`config.mk`:
```
export PLATFORM = sky130hd
export DESIGN_NAME = dpsm_front
export DESIGN_NICKNAME = d
export VERILOG_FILES = /design/src/sv/dpsm_pkg.sv /design/src/sv/dpsm_front.sv
export SDC_FILE = /design/constraint.sdc
export NUM_CORES = 1
export LEC_CHECK = 0
export ABC_AREA = 1
export BUFFER_PORTS_ARGS = -buffer_cell sky130_fd_sc_hd__buf_2
export CAP_MARGIN = 0
export CORE_MARGIN = 1.5
export CORE_UTILIZATION = 54
export CTS_BUF_LIST = sky130_fd_sc_hd__clkbuf_8
export DETAILED_ROUTE_END_ITERATION = 16
export GPL_TIMING_DRIVEN = 0
export PLACE_DENSITY = 0.9
export SLEW_MARGIN = 20
export SYNTH_ARGS = -nofsm -noshare
export SYNTH_HDL_FRONTEND = slang
export SYNTH_SLANG_ARGS = --single-unit
```
`constraint.sdc`:
```
create_clock -name clk -period 5.3 [get_ports clk]
set_clock_uncertainty 0.15 [all_clocks]
set_input_delay 0.53 -clock clk [delete_from_list [all_inputs] [get_ports clk]]
set_output_delay 0.53 -clock clk [all_outputs]
set_load 0.005 [all_outputs]
```
`src/sv/dpsm_pkg.sv`:
```
// ----------------------------------------------------------------------------
// dpsm_pkg: shared types and constants of the demand-paged sparse memory
// Request, response and command words, status and command codes, and the
// address split of the two-level page table.
// ----------------------------------------------------------------------------
package dpsm_pkg;

    localparam int ADDR_W   = 32;
    localparam int DATA_W   = 32;
    localparam int REQ_W    = 3;

    // address split: level-one index, level-two index, word in frame
    localparam int IDX_W    = 10;
    localparam int L1_LSB   = 22;
    localparam int L2_LSB   = 12;
    localparam int WORD_LSB = 2;

    localparam int L1_ENTRIES   = 1 << IDX_W;
    localparam int PAGE_ENTRIES = 1 << IDX_W;
    localparam int FRAME_WORDS  = 1 << IDX_W;

    localparam int DEF_TABLE_POOL = 16;
    localparam int DEF_FRAME_POOL = 64;

    // command queue between front and back
    localparam int QUEUE_DEPTH = 2;
    localparam int QPTR_W      = 1;
    localparam int QCNT_W      = 2;

    localparam logic [REQ_W-1:0] REQ_RD_BYTE = 3'd0;
    localparam logic [REQ_W-1:0] REQ_RD_WORD = 3'd1;
    localparam logic [REQ_W-1:0] REQ_WR_BYTE = 3'd2;
    localparam logic [REQ_W-1:0] REQ_WR_HALF = 3'd3;
    localparam logic [REQ_W-1:0] REQ_WR_WORD = 3'd4;

    typedef enum logic [1:0] {
        ST_OK         = 2'd0,
        ST_NO_TABLE   = 2'd1,
        ST_NO_FRAME   = 2'd2,
        ST_MISALIGNED = 2'd3
    } status_t;

    typedef enum logic [2:0] {
        CMD_RD_BYTE,
        CMD_RD_WORD,
        CMD_WR_BYTE,
        CMD_WR_HALF,
        CMD_WR_WORD,
        CMD_DONE
    } cmd_op_t;

    typedef struct packed {
        logic [REQ_W-1:0]  req_type;
        logic [ADDR_W-1:0] mem_address;
        logic [DATA_W-1:0] write_data;
    } req_t;

    typedef struct packed {
        logic [DATA_W-1:0] read_data;
        status_t           status;
    } rsp_t;

    typedef struct packed {
        cmd_op_t           op;
        status_t           status;
        logic [ADDR_W-1:0] addr;
        logic [DATA_W-1:0] data;
    } cmd_t;

    typedef struct packed {
        logic valid;
        cmd_t cmd;
    } q_head_t;

    typedef struct packed {
        logic pop;
        logic init;
    } back_ctl_t;

endpackage

```
`src/sv/dpsm_front.sv`:
```
// ----------------------------------------------------------------------------
// dpsm_front: request intake and classification
// Decodes each request word into a command, settles alignment and unknown
// codes, and holds commands in a short queue for the back end.
// ----------------------------------------------------------------------------
module dpsm_front (
    input  logic                clk,
    input  logic                rst_n,
    input  dpsm_pkg::req_t      req,
    input  logic                req_valid,
    output logic                req_stall,
    input  dpsm_pkg::back_ctl_t ctl,
    output dpsm_pkg::q_head_t   head
);

    dpsm_pkg::cmd_t                    cmd_in;
    dpsm_pkg::cmd_t                    q_reg [dpsm_pkg::QUEUE_DEPTH];
    logic [dpsm_pkg::QPTR_W-1:0]       wr_ptr_reg;
    logic [dpsm_pkg::QPTR_W-1:0]       rd_ptr_reg;
    logic [dpsm_pkg::QCNT_W-1:0]       count_reg;
    logic [dpsm_pkg::QCNT_W-1:0]       count_next;
    logic                              push;

    always_comb
    begin
        cmd_in.addr   = req.mem_address;
        cmd_in.data   = req.write_data;
        cmd_in.status = dpsm_pkg::ST_OK;
        cmd_in.op     = dpsm_pkg::CMD_DONE;
        unique case (req.req_type)
            dpsm_pkg::REQ_RD_BYTE:
            begin
                cmd_in.op = dpsm_pkg::CMD_RD_BYTE;
            end
            dpsm_pkg::REQ_RD_WORD:
            begin
                if (req.mem_address[1:0] != 2'b00)
                begin
                    cmd_in.status = dpsm_pkg::ST_MISALIGNED;
                end
                else
                begin
                    cmd_in.op = dpsm_pkg::CMD_RD_WORD;
                end
            end
            dpsm_pkg::REQ_WR_BYTE:
            begin
                cmd_in.op = dpsm_pkg::CMD_WR_BYTE;
            end
            dpsm_pkg::REQ_WR_HALF:
            begin
                if (req.mem_address[0])
                begin
                    cmd_in.status = dpsm_pkg::ST_MISALIGNED;
                end
                else
                begin
                    cmd_in.op = dpsm_pkg::CMD_WR_HALF;
                end
            end
            dpsm_pkg::REQ_WR_WORD:
            begin
                if (req.mem_address[1:0] != 2'b00)
                begin
                    cmd_in.status = dpsm_pkg::ST_MISALIGNED;
                end
                else
                begin
                    cmd_in.op = dpsm_pkg::CMD_WR_WORD;
                end
            end
            default:
            begin
                // unknown code: answer ok with zero data, touch nothing
                cmd_in.op = dpsm_pkg::CMD_DONE;
            end
        endcase
    end

    // hold off intake while the queue is full or the back end clears its tables
    assign req_stall = (count_reg == dpsm_pkg::QCNT_W'(dpsm_pkg::QUEUE_DEPTH)) || ctl.init;
    assign push      = req_valid && !req_stall;

    assign head.valid = (count_reg != '0);
    assign head.cmd   = q_reg[rd_ptr_reg];

    always_comb
    begin
        count_next = count_reg;
        if (push && !ctl.pop)
        begin
            count_next = count_reg + dpsm_pkg::QCNT_W'(1);
        end
        else if (!push && ctl.pop)
        begin
            count_next = count_reg - dpsm_pkg::QCNT_W'(1);
        end
    end

    always_ff @(posedge clk or negedge rst_n)
    begin
        if (!rst_n)
        begin
            wr_ptr_reg <= '0;
            rd_ptr_reg <= '0;
            count_reg  <= '0;
        end
        else
        begin
            count_reg <= count_next;
            if (push)
            begin
                wr_ptr_reg <= wr_ptr_reg + dpsm_pkg::QPTR_W'(1);
            end
            if (ctl.pop)
            begin
                rd_ptr_reg <= rd_ptr_reg + dpsm_pkg::QPTR_W'(1);
            end
        end
    end

    always_ff @(posedge clk)
    begin
        if (push)
        begin
            q_reg[wr_ptr_reg] <= cmd_in;
        end
    end

`ifndef SYNTHESIS
    a_queue_bound: assert property (@(posedge clk) disable iff (!rst_n)
        count_reg <= dpsm_pkg::QCNT_W'(dpsm_pkg::QUEUE_DEPTH))
        else $error("command queue over its depth");

    a_pop_nonempty: assert property (@(posedge clk) disable iff (!rst_n)
        ctl.pop |-> head.valid)
        else $error("pop from an empty command queue");

    a_full_stalls: assert property (@(posedge clk) disable iff (!rst_n)
        (count_reg == dpsm_pkg::QCNT_W'(dpsm_pkg::QUEUE_DEPTH)) |-> req_stall)
        else $error("intake open while command queue is full");
`endif

endmodule

```
==> results of run 1 <==
[layout make-up]
| type | count | area, um^2 |
|---|---|---|
| flip-flops and latches | 140 | 4180 |
| fillers | 616 | 2650 |
| multi-input cells | 98 | 958 |
| repair buffers | 147 | 816 |
| clock buffers | 17 | 234 |
| clock inverters | 15 | 195 |
| well taps | 129 | 161 |
| plain buffers | 9 | 70.1 |
| inverters | 14 | 55.1 |
[cell families after synthesis]
logic type / after synthesis / share of synthesized area
adders and majority gates: 1 / 0.00238
xor gates and xnor gates: 2 / 0.00333
muxes: 68 / 0.153
buffers and inverters: 23 / 0.0233
AOI/OAI and AO/OA: 2 / 0.00190
DFF: 140 / 0.796
and+or+nand+nor: 25 / 0.0205
[power by group through the flow]
stage          Clock (mW)  Sequential [mW]  Combinational (mW)
6_report            0.913             1.41               0.846
5_1_grt             0.974             1.42               0.924
4_1_cts             0.935             1.41               0.864
3_5_place_dp            0             1.43               0.854
3_3_place_gp            0             1.44               0.803
2_1_floorplan           0             1.43               0.515
[synthesized netlist by cell type (all sizes together)]
master  count
nor3        1
mux2       68
xor2        1
edfxtp    136
buf         9
a21oi       1
nor2        3
dfrtp       4
or2         1
xnor2       1
inv        14
nand2      14
o21ai       1
nand4       2
nand3       4
ha          1
[worst max-delay path, cell delays in order, from the launching register on]
cell and delay, ns:
dfrtp_1 0.35, buf_6 0.13, buf_2 0.26, mux2_2 0.38
buf_4 0.13, buf_2 0.12
[final timing paths]
kind                              start  slack [ns]  cells past startpoint      endpoint
max in group asynchronous         rst_n        4.52                      2  count_reg[0]
min in group asynchronous         rst_n        0.33                      2    wr_ptr_reg
setup reg to reg           count_reg[0]        3.32                      6  q_reg[1][53]
hold / removal                  req[43]        0.14                      1  q_reg[1][43]
hold reg to reg              wr_ptr_reg        0.34                      2    wr_ptr_reg
setup / recovery             rd_ptr_reg        2.84                      5      head[65]
[layer usage]
metal	track usage	wire length, um	vias up
li1	-	-	1332
met3	0.0676	635	12
met4	0.0705	78	0
met2	0.333	4950	110
met1	0.209	3630	1401
met5	0	0	-
[timing repair]
action / CTS / global route
hold buffers: 1 / 0
hold endpoints to repair: 4 / 0
buffers inserted: 0 / 0
==> impl_metrics.json, run 1 <==
{
  "status": "complete, no violations",
  "drt_iter0_drc": 78,
  "synth_nets": 334,
  "rsz0062_at_grt": "false",
  "worstSetupPathType": "reg -> out",
  "seq_power_share": 0.445,
  "max_freq_mhz": 406,
  "finalSetupTns_ns": 0,
  "dieHeight_um": 102,
  "cts_tree": "yes",
  "rows": 35,
  "worstPathRequired_ns": 4.62,
  "cts_buffers": 17,
  "synth_area_leaders": "edfxtp_1 (78%), mux2_2 (12%), mux2_4 (2.9%)",
  "hp-class": "in -> reg",
  "die_w_um": 102,
  "p_total_mw": 3.17,
  "dr.pass1.iters": 4,
  "min_period_over_period": 0.465,
  "synth_top_area_frac": 0.777,
  "clock_sinks": 140,
  "synth_warnings": 0,
  "syn_avg_cell_area_um2": 20.1,
  "clock_latency_ns": 0.42,
  "die-area_um2": 10300,
  "seq_area_frac_synth": 0.796,
  "yosys.area.top_type": "edfxtp_1",
  "hold_slack_ns": 0.143,
  "p_switching_uw": 828,
  "startpoint_type": "register",
  "finalWirelength_mm": 9.29,
  "drc_errors": 0,
  "hold_viol_final": 0,
  "grt_use_total": 0.189,
  "final_max_slew_viol_count": 0,
  "arrival_ns": 1.78,
  "htreeDepth": 4,
  "p_int_mw": 2.34,
  "p_per_area_nw_per_um2": 475,
  "nets": 500,
  "setup_viol": 0,
  "p_clk_frac": 0.288,
  "drive_gt1_frac": 0.582,
  "grt_pass1_wl_mm": 14.2,
  "io_buffer_count": 142,
  "worst_slack_ns": 2.84,
  "initial_core_util": 0.564,
  "diodes": 0,
  "ys_types": 20,
  "synthesis.area_um2": 5260,
  "final_util": 0.715,
  "clockBufferDepth": 2,
  "antenna_found_initial": 0,
  "slew_headroom": 0.693,
  "largest_reg_flops": 136,
  "sw_frac_of_total": 0.262,
  "ys_ff_latch": 140,
  "gp_congestion": 0.801,
  "grt_max_degree": 37,
  "vias": 2855,
  "final_common_cell": "buf_2",
  "cts-root-buf": "clkbuf_8",
  "grt_overflow_total": 0,
  "dp.cells": 536,
  "io_pins": 143,
  "vdd_drop_max_uv": 243,
  "final_cell_mix": "buf_2 (147), edfxtp_1 (136), mux2_2 (58)",
  "coreArea_um2": 9330,
  "end_kind": "output port",
  "path_max_fanout": 10,
  "design_area_um2": 6670,
  "ant_nets": 0,
  "p_leak_nw": 2.61,
  "grt_pass1_vias": 2977,
  "worst_pin_slew_ns": 0.460,
  "maxCapViolCount": 0,
  "wl_per_cell_um": 16.3,
  "preCtsSetupSlack_ns": 3.13,
  "synth_cells": 261,
  "cts-resized-gates": 0,
  "hpwl_mm": 6.22,
  "place_area_um2": 6230,
  "area_delta_synth_final_pct": 26.9,
  "fin_cells": 569,
  "vias_per_cell": 5.02,
  "combPwrFrac": 0.267,
  "period_needed_ns": 2.46,
  "clk_pin_slew_ns": 0.08
}
Note: power is estimated with default switching activity, not from simulation.
==> inputs of run 2 (changes only) <==
--- a/config.mk
+++ b/config.mk
@@ -5,7 +5,7 @@
 export SDC_FILE = /design/constraint.sdc
 export NUM_CORES = 1
 export LEC_CHECK = 0
-export ABC_AREA = 1
+export ABC_AREA = 0
 export BUFFER_PORTS_ARGS = -buffer_cell sky130_fd_sc_hd__buf_2
 export CAP_MARGIN = 0
 export CORE_MARGIN = 1.5
==> constraint.sdc (replaced) <==
create_clock -name clk -period 2.4 [get_ports clk]
set_clock_uncertainty 0.15 [all_clocks]
set_input_delay 0.24 -clock clk [delete_from_list [all_inputs] [get_ports clk]]
set_output_delay 0.24 -clock clk [all_outputs]
set_load 0.005 [all_outputs]
==> impl_metrics.json, run 2 <==
{
  "final_max_slew_viol_count": 0,
  "finalWirelength_mm": 10.5,
  "synth_common_cells": "edfxtp_1 (136), mux2_2 (58), mux2_4 (10)",
  "worstSetupPathType": "reg -> reg",
  "path_max_fanout": 24,
  "cts-resized-gates": 0,
  "cts_tree": "yes",
  "p_per_area_nw_per_um2": 970,
  "grt_util_met3": 0.0663,
  "io_pins": 143,
  "rows": 35,
  "ant_nets": 0,
  "end_kind": "register",
  "clockBufferDepth": 2,
  "regToRegSetupSlack_ns": 0.19,
  "rsz0062_at_grt": "false",
  "synth_area_leaders": "edfxtp_1 (78%), mux2_2 (12%), mux2_4 (2.9%)",
  "hp-class": "in -> reg",
  "synth_warnings": 0,
  "clk_pin_slew_ns": 0.08,
  "grt_use_total": 0.213,
  "hold_viol_final": 0,
  "grtUsageMet1": 0.219,
  "maxCapViolCount": 0,
  "ys_ff_latch": 140,
  "antenna_found_initial": 0,
  "preCtsSetupSlack_ns": 0.0767,
  "max_freq_mhz": 453,
  "period_needed_ns": 2.21,
  "seq_area_frac_synth": 0.800,
  "fillers": 543,
  "grt_use_met2": 0.405,
  "cts-root-buf": "clkbuf_8",
  "dr.pass1.iters": 4,
  "area_delta_synth_final_pct": 39.3,
  "multiInputGateArea_um2": 987,
  "worst_slack_ns": 0.195,
  "busiest_layer": "met2",
  "seqCellArea_um2": 4180,
  "grt_pass1_vias": 3320,
  "hpwl_mm": 6.12,
  "arrival_ns": 2.17,
  "drt_iter0_drc": 79,
  "synthesis.area_um2": 5230,
  "synth_cells": 244,
  "synth_most_common_cell": "edfxtp_1",
  "coreArea_um2": 9330,
  "worst_pin_slew_ns": 0.655,
  "fin_cells": 618,
  "grt_max_degree": 46,
  "async_flop_share": 0.0286,
  "die_w_um": 101,
  "drive_gt1_frac": 0.524,
  "initial_core_util": 0.561,
  "vias_per_cell": 4.91,
  "dieHeight_um": 101,
  "finalSetupTns_ns": 0,
  "htreeDepth": 4,
  "min_period_over_period": 0.919,
  "p_total_mw": 7.07,
  "diodes": 0,
  "p_leak_nw": 2.80,
  "die-area_um2": 10300,
  "ys.flop_type": "edfxtp_1",
  "yosys.area.top_type": "edfxtp_1",
  "final_util": 0.781,
  "post-cts-setup-buffer-count": 0,
  "slew_headroom": 0.563,
  "largest_reg_flops": 136,
  "status": "complete, no violations",
  "ys_types": 24,
  "vias": 3036,
  "clock_sinks": 140,
  "clock_latency_ns": 0.41,
  "drc_errors": 0,
  "wl_per_cell_um": 17.0,
  "io_buffer_count": 142,
  "synth-edff-count": 136,
  "syn_avg_cell_area_um2": 21.4,
  "synth_nets": 317,
  "startpoint_type": "register",
  "grt_pass1_wl_mm": 16.0,
  "gp_congestion": 0.704,
  "final_common_cell": "buf_2",
  "worstPathRequired_ns": 2.36,
  "synth_top_area_frac": 0.780,
  "final_cell_mix": "buf_2 (147), edfxtp_1 (136), dlygate4sd3_1 (67)",
  "vdd_drop_max_uv": 524,
  "cts_buffers": 17,
  "nets": 549,
  "dp.cells": 518,
  "grt_overflow_total": 0,
  "setup_viol": 0
}
run 2: changes by cell type in the layout (fill, tap and decap cells not counted), sizes merged, moves of 2 or more:
cell / previous run / this run
nand2b: 0 / 4
nor2: 3 / 5
xor2: 1 / 3
inv: 20 / 6
nand2: 14 / 1
nand3: 4 / 1
nand4: 2 / 0
dlygate4sd3: 1 / 67
o211ai: 0 / 2
clkinv: 2 / 6
run 2: layout make-up:
cell class,count,area share
sequential,140,0.574
timing repair buffer,212,0.200
multi-input combinational,94,0.135
clock buffer,17,0.0321
clock inverter,15,0.0258
tap,129,0.0221
buffer,9,0.00961
inverter,2,0.00103
run 2: worst max-delay path: stages (launching register included):
cell      delay (ns)
dfrtp_1         0.42
nand2b_1        0.16
nand3b_1        0.26
nor2_4          0.45
buf_12          0.26
buf_16          0.19
run 2: metal layers:
| layer | part of all wire | vias up |
|---|---|---|
| li1 | - | 1424 |
| met1 | 0.38 | 1492 |
| met2 | 0.57 | 114 |
| met3 | 0.050 | 6 |
| met4 | 0.0067 | 0 |
| met5 | 0 | - |
run 2: path summary, 6_finish.rpt:
kind                       cells past startpoint           end         start
min in group asynchronous                      3  count_reg[1]         rst_n
hold / removal                                 2  q_reg[1][66]       req[64]
setup reg to reg                               5  q_reg[0][57]  count_reg[0]
max in group asynchronous                      3  count_reg[0]         rst_n
hold reg to reg                                1  count_reg[1]  count_reg[1]
setup / recovery                               5  q_reg[0][57]  count_reg[0]
run 2: timing repair:
item / CTS / global route
setup endpoints to repair: 0 / 22
hold endpoints to repair: 133 / 0
hold buffers: 67 / 0
run 2: cells by family (layout without fill, tap and decap cells):
family / after synthesis / in the layout / synth area share
buf+inv: 11 / 255 / 0.0148
simple gates: 15 / 16 / 0.0160
fa+ha+maj: 1 / 1 / 0.00239
xor+xnor: 5 / 5 / 0.00837
compound gates: 4 / 4 / 0.00526
flops: 140 / 140 / 0.800
mux: 68 / 68 / 0.154
run 2: stage by stage:
stage	hold WS, ns	area [um^2]
floorplan	-0.206	5240
global placement	-0.103	6110
detailed placement	-0.0915	6190
CTS	0.0108	7280
global route	0.0297	7290
finish	0.0426	7290
run 2: where the power goes:
group	internal, mW	switching, mW	total [mW]
combinational	1.08	0.878	1.95
sequential	3.04	0.104	3.14
clock	1.05	0.923	1.97
total	5.17	1.90	7.07
